==> src/hdl/assert_macros.svh <==
// ----------------------------------------------------------------------------
// assert_macros.svh
// Assertion macros shared by the line editor RTL
// ----------------------------------------------------------------------------
`ifndef ASSERT_MACROS_SVH
`define ASSERT_MACROS_SVH

`ifndef NO_ASSERTIONS

// property must hold at every rising clock edge outside reset
`define ASSERT_HOLDS(label, clk, rst, prop) \
  label: assert property (@(posedge clk) disable iff (rst) (prop)) \
    else $error("assertion failed");

// condition must never be true outside reset
`define ASSERT_NEVER(label, clk, rst, cond) \
  label: assert property (@(posedge clk) disable iff (rst) !(cond)) \
    else $error("forbidden condition seen");

`else

`define ASSERT_HOLDS(label, clk, rst, prop)
`define ASSERT_NEVER(label, clk, rst, cond)

`endif

`endif

==> src/hdl/cle_pkg.sv <==
// ----------------------------------------------------------------------------
// cle_pkg
// Types, codes and echo tables for the canonical line editor
// ----------------------------------------------------------------------------
package cle_pkg;

  typedef logic [7:0] byte_t;

  // operation codes
  localparam logic [1:0] OP_KEY     = 2'd0;
  localparam logic [1:0] OP_READ    = 2'd1;
  localparam logic [1:0] OP_CONSUME = 2'd2;
  localparam logic [1:0] OP_RESET   = 2'd3;

  // raise signal codes
  localparam logic [1:0] SIG_NONE = 2'd0;
  localparam logic [1:0] SIG_INTR = 2'd1;
  localparam logic [1:0] SIG_STOP = 2'd2;

  // key codes and echo bytes
  localparam byte_t KEY_CTRL_C    = 8'h03;
  localparam byte_t KEY_CTRL_D    = 8'h04;
  localparam byte_t KEY_BACKSPACE = 8'h08;
  localparam byte_t KEY_ENTER     = 8'h0A;
  localparam byte_t KEY_CTRL_Z    = 8'h1A;
  localparam byte_t CHAR_SPACE    = 8'h20;
  localparam byte_t CHAR_CARET    = 8'h5E;
  localparam byte_t CHAR_UPPER_C  = 8'h43;
  localparam byte_t CHAR_UPPER_Z  = 8'h5A;

  // echo sequence kinds
  localparam logic [2:0] SEQ_NONE  = 3'd0;  // one word, no echo
  localparam logic [2:0] SEQ_ONE   = 3'd1;  // one word echoing ch
  localparam logic [2:0] SEQ_INTR  = 3'd2;  // ^C newline
  localparam logic [2:0] SEQ_STOP  = 3'd3;  // ^Z newline
  localparam logic [2:0] SEQ_ERASE = 3'd4;  // backspace space backspace

  // one decoded item handed from the edit control to the echo sequencer
  typedef struct packed {
    logic [2:0] kind;
    byte_t      ch;
    logic [1:0] sig;
    logic       line_evt;
    logic       ready;
    logic       eof;
    byte_t      length;
    logic       hit;
  } item_t;

  // index of the final word of a sequence
  function automatic logic [1:0] seq_last_beat(input logic [2:0] kind);
    logic [1:0] res;
    case (kind)
      SEQ_INTR, SEQ_STOP, SEQ_ERASE: res = 2'd2;
      default: res = 2'd0;
    endcase
    return res;
  endfunction

  // echo byte for a given word of a sequence
  function automatic byte_t seq_echo_char(input logic [2:0] kind,
                                          input logic [1:0] beat,
                                          input byte_t ch);
    byte_t res;
    res = 8'h00;
    case (kind)
      SEQ_ONE: res = ch;
      SEQ_INTR: begin
        case (beat)
          2'd0: res = CHAR_CARET;
          2'd1: res = CHAR_UPPER_C;
          default: res = KEY_ENTER;
        endcase
      end
      SEQ_STOP: begin
        case (beat)
          2'd0: res = CHAR_CARET;
          2'd1: res = CHAR_UPPER_Z;
          default: res = KEY_ENTER;
        endcase
      end
      SEQ_ERASE: begin
        case (beat)
          2'd1: res = CHAR_SPACE;
          default: res = KEY_BACKSPACE;
        endcase
      end
      default: res = 8'h00;
    endcase
    return res;
  endfunction

endpackage

==> src/hdl/cle_line_mem.sv <==
// ----------------------------------------------------------------------------
// cle_line_mem
// Line byte store: one write port, one registered read port
// ----------------------------------------------------------------------------
module cle_line_mem
  import cle_pkg::*;
#(
  parameter int DEPTH  = 256,
  parameter int ADDR_W = 8
) (
  input  logic              clk,
  input  logic              we,
  input  logic [ADDR_W-1:0] waddr,
  input  byte_t             wdata,
  input  logic              re,
  input  logic [ADDR_W-1:0] raddr,
  output byte_t             rdata
);

  byte_t mem [DEPTH];

  // write port
  always_ff @(posedge clk) begin
    if (we) begin
      mem[waddr] <= wdata;
    end
  end

  // read port, data held until the next read
  always_ff @(posedge clk) begin
    if (re) begin
      rdata <= mem[raddr];
    end
  end

endmodule

==> src/hdl/cle_edit_ctrl.sv <==
// ----------------------------------------------------------------------------
// cle_edit_ctrl
// Decodes input words, updates length and flags, issues store accesses
// and holds one decoded item for the echo sequencer
// ----------------------------------------------------------------------------
module cle_edit_ctrl
  import cle_pkg::*;
#(
  parameter int LINE_SIZE = 256,
  parameter int ADDR_W    = 8
) (
  input  logic              clk,
  input  logic              rst,
  input  logic              in_valid,
  output logic              in_stall,
  input  logic [1:0]        op,
  input  logic              is_press,
  input  byte_t             key_code,
  input  byte_t             read_index,
  input  logic              b_take,
  output logic              b_valid,
  output item_t             b_item,
  output logic              mem_we,
  output logic [ADDR_W-1:0] mem_waddr,
  output byte_t             mem_wdata,
  output logic              mem_re,
  output logic [ADDR_W-1:0] mem_raddr
);

  localparam int LEN_W = ADDR_W;
  localparam int CMP_W = (ADDR_W > 8) ? ADDR_W : 8;
  localparam logic [LEN_W-1:0] LEN_MAX = LEN_W'(LINE_SIZE - 1);

  logic [LEN_W-1:0] len;
  logic [LEN_W-1:0] len_next;
  logic             ready;
  logic             ready_next;
  logic             eof;
  logic             eof_next;
  logic             accept;
  logic             wr_req;
  logic             rd_hit;
  logic [CMP_W-1:0] idx_ext;
  logic [CMP_W-1:0] len_ext;
  logic [CMP_W-1:0] len_next_ext;
  item_t            item_new;

  assign accept   = in_valid & ~in_stall;
  assign in_stall = b_valid & ~b_take;

  assign idx_ext      = CMP_W'(read_index);
  assign len_ext      = CMP_W'(len);
  assign len_next_ext = CMP_W'(len_next);
  assign rd_hit       = (idx_ext < len_ext);

  // decode of one word against current length and flags
  always_comb begin
    len_next   = len;
    ready_next = ready;
    eof_next   = eof;
    wr_req     = 1'b0;
    item_new   = '0;
    item_new.kind = SEQ_NONE;
    item_new.sig  = SIG_NONE;
    case (op)
      OP_READ: begin
        item_new.hit = rd_hit;
      end
      OP_CONSUME: begin
        ready_next = 1'b0;
        eof_next   = 1'b0;
      end
      OP_RESET: begin
        len_next   = '0;
        ready_next = 1'b0;
        eof_next   = 1'b0;
      end
      OP_KEY: begin
        if (is_press) begin
          if (key_code == KEY_CTRL_C) begin
            len_next      = '0;
            item_new.kind = SEQ_INTR;
            item_new.sig  = SIG_INTR;
          end else if (key_code == KEY_CTRL_Z) begin
            item_new.kind = SEQ_STOP;
            item_new.sig  = SIG_STOP;
          end else if (key_code == KEY_CTRL_D) begin
            if (len == '0) begin
              eof_next          = 1'b1;
              item_new.line_evt = 1'b1;
            end
          end else if (key_code == KEY_ENTER) begin
            ready_next        = 1'b1;
            item_new.kind     = SEQ_ONE;
            item_new.ch       = KEY_ENTER;
            item_new.line_evt = 1'b1;
          end else if (key_code == KEY_BACKSPACE) begin
            if (len != '0) begin
              len_next      = len - LEN_W'(1);
              item_new.kind = SEQ_ERASE;
            end
          end else if (key_code >= CHAR_SPACE) begin
            if (len < LEN_MAX) begin
              wr_req        = 1'b1;
              len_next      = len + LEN_W'(1);
              item_new.kind = SEQ_ONE;
              item_new.ch   = key_code;
            end
          end
        end
      end
      default: begin
        len_next = len;
      end
    endcase
    item_new.ready  = ready_next;
    item_new.eof    = eof_next;
    item_new.length = len_next_ext[7:0];
  end

  // store accesses, taken only with an accepted word
  assign mem_we    = accept & wr_req;
  assign mem_waddr = len;
  assign mem_wdata = key_code;
  assign mem_re    = accept & (op == OP_READ) & rd_hit;
  assign mem_raddr = idx_ext[ADDR_W-1:0];

  // line length and flags
  always_ff @(posedge clk) begin
    if (rst) begin
      len   <= '0;
      ready <= 1'b0;
      eof   <= 1'b0;
    end else if (accept) begin
      len   <= len_next;
      ready <= ready_next;
      eof   <= eof_next;
    end
  end

  // decoded item stage, lines up with the store read data
  always_ff @(posedge clk) begin
    if (rst) begin
      b_valid <= 1'b0;
    end else if (accept) begin
      b_valid <= 1'b1;
    end else if (b_take) begin
      b_valid <= 1'b0;
    end
  end

  always_ff @(posedge clk) begin
    if (accept) begin
      b_item <= item_new;
    end
  end

endmodule

==> src/hdl/cle_echo_seq.sv <==
// ----------------------------------------------------------------------------
// cle_echo_seq
// Output register that plays out one to three result words per item
// ----------------------------------------------------------------------------
module cle_echo_seq
  import cle_pkg::*;
(
  input  logic       clk,
  input  logic       rst,
  input  logic       b_valid,
  input  item_t      b_item,
  input  byte_t      mem_rdata,
  output logic       b_take,
  output logic       out_valid,
  input  logic       out_stall,
  output logic       echo_valid,
  output byte_t      echo_char,
  output logic [1:0] raise_signal,
  output logic       line_event,
  output logic       ready_flag,
  output logic       eof_flag,
  output byte_t      length_now,
  output byte_t      read_byte,
  output logic       last
);

  item_t      cur;
  byte_t      rbyte;
  logic [1:0] beat;
  logic       word_done;

  assign last      = (beat == seq_last_beat(cur.kind));
  assign word_done = out_valid & ~out_stall;
  assign b_take    = b_valid & (~out_valid | (word_done & last));

  // output valid and word counter
  always_ff @(posedge clk) begin
    if (rst) begin
      out_valid <= 1'b0;
      beat      <= 2'd0;
    end else if (b_take) begin
      out_valid <= 1'b1;
      beat      <= 2'd0;
    end else if (word_done) begin
      if (last) begin
        out_valid <= 1'b0;
        beat      <= 2'd0;
      end else begin
        beat <= beat + 2'd1;
      end
    end
  end

  // item payload with its store read data
  always_ff @(posedge clk) begin
    if (b_take) begin
      cur   <= b_item;
      rbyte <= mem_rdata;
    end
  end

  // result fields
  assign echo_valid   = (cur.kind != SEQ_NONE);
  assign echo_char    = seq_echo_char(cur.kind, beat, cur.ch);
  assign raise_signal = last ? cur.sig : SIG_NONE;
  assign line_event   = last & cur.line_evt;
  assign ready_flag   = cur.ready;
  assign eof_flag     = cur.eof;
  assign length_now   = cur.length;
  assign read_byte    = cur.hit ? rbyte : 8'h00;

endmodule

==> src/hdl/canonical_line_editor.sv <==
// ----------------------------------------------------------------------------
// canonical_line_editor
// Canonical-mode line editor: edits one line of key bytes in a byte store,
// echoes edits, flags line completion, end of file and signal requests
// ----------------------------------------------------------------------------
//  channel  handshake            payload
//  input    in_valid / in_stall  op, is_press, key_code, read_index
//  output   out_valid / out_stall echo_valid, echo_char, raise_signal,
//                                line_event, ready_flag, eof_flag,
//                                length_now, read_byte, last
//
//  A word is decoded in the cycle it is accepted; length and flags update
//  at that edge and the store is written or read then. The first result
//  word passes through the item stage and the output register before it
//  is presented. Items with one result go at one per cycle while out_stall
//  is low; Ctrl+C, Ctrl+Z and backspace on a non-empty line have three
//  echo words, played out in turn by the output sequencer.
//  Reset clears length and flags; the store needs no clearing pass.
//  A stalled output backs up through the item stage into in_stall.
// ----------------------------------------------------------------------------
`include "assert_macros.svh"

module canonical_line_editor
  import cle_pkg::*;
#(
  parameter int LINE_SIZE = 256
) (
  input  logic       clk,
  input  logic       rst,
  input  logic       in_valid,
  output logic       in_stall,
  input  logic [1:0] op,
  input  logic       is_press,
  input  byte_t      key_code,
  input  byte_t      read_index,
  output logic       out_valid,
  input  logic       out_stall,
  output logic       echo_valid,
  output byte_t      echo_char,
  output logic [1:0] raise_signal,
  output logic       line_event,
  output logic       ready_flag,
  output logic       eof_flag,
  output byte_t      length_now,
  output byte_t      read_byte,
  output logic       last
);

  localparam int ADDR_W = (LINE_SIZE > 2) ? $clog2(LINE_SIZE) : 1;

  logic              b_valid;
  logic              b_take;
  item_t             b_item;
  logic              mem_we;
  logic [ADDR_W-1:0] mem_waddr;
  byte_t             mem_wdata;
  logic              mem_re;
  logic [ADDR_W-1:0] mem_raddr;
  byte_t             mem_rdata;

  // decode, length and flags
  cle_edit_ctrl #(
    .LINE_SIZE (LINE_SIZE),
    .ADDR_W    (ADDR_W)
  ) u_ctrl (
    .clk        (clk),
    .rst        (rst),
    .in_valid   (in_valid),
    .in_stall   (in_stall),
    .op         (op),
    .is_press   (is_press),
    .key_code   (key_code),
    .read_index (read_index),
    .b_take     (b_take),
    .b_valid    (b_valid),
    .b_item     (b_item),
    .mem_we     (mem_we),
    .mem_waddr  (mem_waddr),
    .mem_wdata  (mem_wdata),
    .mem_re     (mem_re),
    .mem_raddr  (mem_raddr)
  );

  // line byte store
  cle_line_mem #(
    .DEPTH  (LINE_SIZE),
    .ADDR_W (ADDR_W)
  ) u_mem (
    .clk   (clk),
    .we    (mem_we),
    .waddr (mem_waddr),
    .wdata (mem_wdata),
    .re    (mem_re),
    .raddr (mem_raddr),
    .rdata (mem_rdata)
  );

  // result word sequencer
  cle_echo_seq u_seq (
    .clk          (clk),
    .rst          (rst),
    .b_valid      (b_valid),
    .b_item       (b_item),
    .mem_rdata    (mem_rdata),
    .b_take       (b_take),
    .out_valid    (out_valid),
    .out_stall    (out_stall),
    .echo_valid   (echo_valid),
    .echo_char    (echo_char),
    .raise_signal (raise_signal),
    .line_event   (line_event),
    .ready_flag   (ready_flag),
    .eof_flag     (eof_flag),
    .length_now   (length_now),
    .read_byte    (read_byte),
    .last         (last)
  );

  // checks
  `ASSERT_NEVER(a_no_rw_same_cycle, clk, rst, mem_we && mem_re)
  `ASSERT_HOLDS(a_write_in_range, clk, rst, mem_we |-> (int'(mem_waddr) < LINE_SIZE - 1))
  `ASSERT_HOLDS(a_seq_continues, clk, rst, (out_valid && !out_stall && !last) |=> out_valid)
  `ASSERT_HOLDS(a_stall_needs_output, clk, rst, in_stall |-> (out_valid && b_valid))

endmodule

==> config.mk <==
export PLATFORM = sky130hd
export DESIGN_NAME = canonical_line_editor
export DESIGN_NICKNAME = d
export VERILOG_FILES = /design/src/hdl/cle_pkg.sv /design/src/hdl/cle_line_mem.sv /design/src/hdl/cle_edit_ctrl.sv /design/src/hdl/cle_echo_seq.sv /design/src/hdl/canonical_line_editor.sv
export VERILOG_INCLUDE_DIRS = /design/src /design/src/hdl
export SDC_FILE = /design/constraint.sdc
export NUM_CORES = 2
export LEC_CHECK = 0
export ABC_AREA = 1
export BUFFER_PORTS_ARGS = -buffer_cell sky130_fd_sc_hd__buf_2
export CAP_MARGIN = 15
export CORE_MARGIN = 2
export CORE_UTILIZATION = 47
export DETAILED_ROUTE_END_ITERATION = 8
export PLACE_DENSITY_LB_ADDON = 0.12
export SYNTH_ARGS = -nofsm -noshare
export SYNTH_HDL_FRONTEND = slang
export SYNTH_SLANG_ARGS = --single-unit
==> constraint.sdc <==
create_clock -name clk -period 7 [get_ports clk]
set_clock_uncertainty 0.05 [all_clocks]
set_input_delay 0.35 -clock clk [delete_from_list [all_inputs] [get_ports clk]]
set_output_delay 0.35 -clock clk [all_outputs]
set_load 0.005 [all_outputs]
==> impl.org <==
** Clocking
- Clock transition at path regs :: 0.06 ns
- TritonCTS clock tree :: yes
- TritonCTS created 209 clock buffers.
- Counting along the longest clock path gives a buffer depth of 3.
- Clock tree root driver cell :: clkbuf_16
- Clk_lat worst skew :: 0.84 ns
- The H-tree generated during clock tree synthesis spans 4 levels.
- Gates resized during post-CTS repair numbered 0.
- CTS saw 2128 sinks.

** Pwr
- The internal power of the cells totals 0.02071 W.
- Of the total power, registers draw 0.524.
- Switching portion of total power :: 0.2283
- Reported net switching power :: 0.006125 W
- The share of total power dissipated in the clock network is 0.412.
- Total leakage power :: 33.38 nW
- Power spread over the standard cell area amounts to 279.3 nW/um2.
- Of the total power, combinational logic draws 0.064.
- Maximum ir drop on the vdd rail :: a little under 0.0003 V

** Final layout
- Post-layout net count :: 7341
- Summing all multi-input logic gate instances after layout gives 20700 um2.
- Commonest cells after routing, fill and taps aside :: nand2_1, edfxtp_1, nand3_1
- Leaving out fill and tap cells, the most frequent cell in the layout is nand2_1.
- Layout filler cell count :: 15720
- Flip-flop and latch area :: 63760 um2
- In the final layout, the share of cells above drive strength 1 is 0.06572.
- The area growth from synthesis to layout is 10.80%.

** Yosys
- Of the total synthesized cell area, the portion taken by XOR and XNOR cells is 0.0005052.
- The biggest area contributor in the post-synthesis netlist is edfxtp_1.
- Synthesis handed over a netlist of 7410 instances.
- Multiplexer share of the synthesized area :: 0
- In this run the cell area of the synthesized design comes to 86690 um2.
- Synthesized flop and latch total :: 2128
- Synthesized area per cell :: ~12 um2
- The share of the Yosys chip area taken by registers is 0.7355.
- In this run, distinct cell masters in the synthesized netlist total 36.
- Number of warnings reported in the yosys synthesis log :: 0
- Simple-gate area share of the yosys netlist :: 0.2309
- Top cell type's share of synthesized area :: 0.7323
- Top cells by area in the synthesized netlist :: edfxtp_1, nand3_1, nand2_1
- By area, the combinational part of the netlist is dominated by simple AND/OR/NAND/NOR gates.
- The compound-gate portion of the synthesized area was 0.003839.
- Adder and majority gate portion of the synthesized area :: 0.002598

** Min path
- Worst hold endpoint :: u_ctrl.b_item[10]
- Number of cells traversed by the worst hold path :: 4
- In this run the most critical hold path is launched from op[0].
- In this run the worst hold path is classified as input port to register.

** Global routing
- Met2 Track Usage GR :: 0.3982
- Busiest grt layer :: met2
- Initial antenna violation count :: 9
- For met1 alone, demand over resource in global routing was 0.3891.
- The first global-routing pass estimated 364.6 mm of wire.
- Global routing met3 resource utilization :: 0.04288
- For this run, the total global-route usage over all layers was measured as 0.2652.
- Via count of the first global-routing pass :: 54200
- Entering global routing, the biggest net connects 193 pins.
- For this run the aggregate overflow at the end of global routing stands at 0.

** Floorplan
- Core area :: 183100 um2
- The floorplan step set the die height to 433.5 um.
- The die covers between 150000 and 200000 um2.
- Die width :: roughly 430 um
- Initial standard-cell utilization of the core :: 0.4735
- For this design the top-level I/O count stands at 56.
- After floorplanning, the core was divided into 157 placement rows.

** STA
- Final setup fails :: 0
- Of the available clock period, the critical path in the final layout requires 0.6271.
- Setup repair after global routing missed its margin :: no
- Tmin final :: around 4.4 ns
- Max-slew violation count :: 0
- For the pin with the worst max-slew slack, the measured transition is 1.218 ns.
- Upper clock frequency limit :: 227.8 MHz
- Worst hold slack :: 0.07856 ns
- For the final routed database, the setup TNS stands at 0 ns.
- Normalized max-slew margin :: 0.1833
- The number of hold violations in the final report is 0.

** Detailed routing
- Wire length after detailed routing :: 250.7 mm
- The pre-antenna-repair detailed-routing pass consisted of 7 iterations.
- Ratio of routed vias to standard cells :: 5.754
- DRC violation total after the first TritonRoute iteration :: 7456
- Remaining routing DRC violations :: 0
- Final antenna-violating net count :: 0
- Vias post-DR :: 57180
- In the final routed layout, each cell accounts on average for ~25 um.

** Setup path
- Along the worst path, the maximum fanout reaches 60.
- R2R Path Start :: u_ctrl.mem_waddr[6]
- Startpoint kind of the worst setup timing path :: input port
- R2R Path End :: u_mem.mem[79][6]
- FF-to-FF path depth :: 9
- Kind of capture point of the worst setup path :: register
- Internal reg-to-reg setup slack :: 2.70 ns
- At the worst endpoint, the arrival time is 4.82 ns.
- The slowest stage of the critical path is the nor2_1 cell.
- The critical path goes through dlygate4sd3_1 -> buf_8 -> inv_1 -> nand3_2 -> nor2_1 -> nand2_2 -> inv_2 -> nor2_2 -> inv_2 -> nor2_2 -> nand2_2 -> nor2_8 -> nand4_2 -> nor2_1.
- Count of buffering cells on the critical path with inverters included :: 5
- Top cell family by delay on the critical path :: simple AND/OR/NAND/NOR gates
- The critical path is of the input port to register type.
- CP Data Required Time :: 7.43 ns
- For this run, the slowest stage of the critical path takes around 0.81 ns.

** Place
- Input and output buffers added on the ports amount to 55.
- Routability-driven placement finished with a final weighted congestion of 0.8698.
- HPWL Detailed :: about 140 mm

** Run status
- Status :: complete, no violations

** Job
- Max-cap violations in this run came to 0.
[per-layer routing]
layer / part of all wire / up-vias
met2: 0.44 / 2464
met3: 0.085 / 404
met5: 0.000036 / -
met4: 0.038 / 2
met1: 0.43 / 28300
li1: - / 26010
[tightest hold or removal path, delay by kind of cell]
family / cells / cell delay, ns
AO/OA/AOI/OAI: 1 / 0.09
adder cells (fa/ha/maj): 1 / 0.23
buffers and inverters: 1 / 0.11
AND/OR/NAND/NOR: 1 / 0.07
[per-stage QoR]
step / util / setup WS [ns] / area [um2] / instances / power, W
6_report: 0.5246 / 2.610 / 96050 / 9937 / 0.02683
3_3_place_gp: 0.4874 / 2.406 / 89230 / 9539 / 0.01601
5_1_grt: 0.5246 / 2.499 / 96040 / 9936 / 0.02760
4_1_cts: 0.5246 / 2.721 / 96040 / 9935 / 0.02696
2_1_floorplan: - / 4.365 / 86710 / 7417 / 0.01519
3_5_place_dp: 0.4874 / 2.423 / 89230 / 9539 / 0.01602
[Yosys cell counts (all sizes together)]
cell type / instances
inv: 91
dfxtp: 14
o21bai: 1
o211ai: 3
nand2: 2222
clkbuf: 390
a21boi: 1
a21oi: 23
a31oi: 1
xnor2: 2
xor2: 3
nand3: 2051
a211oi: 2
nor2: 320
buf: 107
conb: 1
ha: 18
edfxtp: 2114
o21ai: 30
and3: 1
a22o: 1
nor3: 6
clkinv: 1
nand4: 6
nand3b: 1
[worst max path at each step]
| stage | from | cells past startpoint | slack [ns] | to |
|---|---|---|---|---|
| final | key_code[7] | 14 | 2.61 | u_mem.mem[79][6] |
| after global routing | key_code[7] | 14 | 2.50 | u_mem.mem[74][1] |
| after global placement | key_code[5] | 13 | 2.41 | u_mem.mem[73][0] |
| after CTS | key_code[7] | 14 | 2.72 | u_mem.mem[71][6] |
| after detailed placement | key_code[5] | 13 | 2.42 | u_mem.mem[71][6] |
| after floorplan | u_ctrl.mem_waddr[0] | 13 | 4.36 | u_mem.mem[181][0] |
[cell families (layout without fill, tap and decap cells)]
family	after synthesis	after routing
AO/OA/AOI/OAI	62	62
adder cells (fa/ha/maj)	18	18
AND/OR/NAND/NOR	4607	4607
XOR/XNOR	5	5
other	1	10
flip-flops	2128	2128
buffers and inverters	589	643
[cell type report]
| class | instances | area share |
|---|---|---|
| flip-flops and latches | 2128 | 0.6639 |
| multi-input cells | 4700 | 0.2155 |
| clock buffers | 254 | 0.05706 |
| well taps | 2464 | 0.03210 |
| repair buffers | 169 | 0.01518 |
| clock inverters | 128 | 0.01243 |
| inverters | 92 | 0.003856 |
| diodes | 2 | 0.00005211 |
[timing repair]
item / in CTS / in global routing
endpoints found under the hold margin: 442 / 0
hold buffers: 14 / 0
setup buffers: 0 / 0
[state kept, by name, indices dropped and copies added (netlist names), 2 cells and up]
register and count:
u_mem.mem 2048, u_ctrl.b_item 25, u_seq.cur 15, u_ctrl.mem_waddr 8, u_mem.rdata 8, u_seq.length_now 8, u_seq.rbyte 8, u_seq.beat 2
[power groups by stage]
stage / Clock, W / Combinational (W) / Sequential, W
2_1_floorplan: 0 / 0.000873 / 0.0143
3_3_place_gp: 0 / 0.00168 / 0.0143
3_5_place_dp: 0 / 0.00168 / 0.0143
4_1_cts: 0.0112 / 0.00169 / 0.0141
5_1_grt: 0.0117 / 0.00183 / 0.0141
6_report: 0.0111 / 0.00171 / 0.0141
Power figures use the tool's default switching activity.
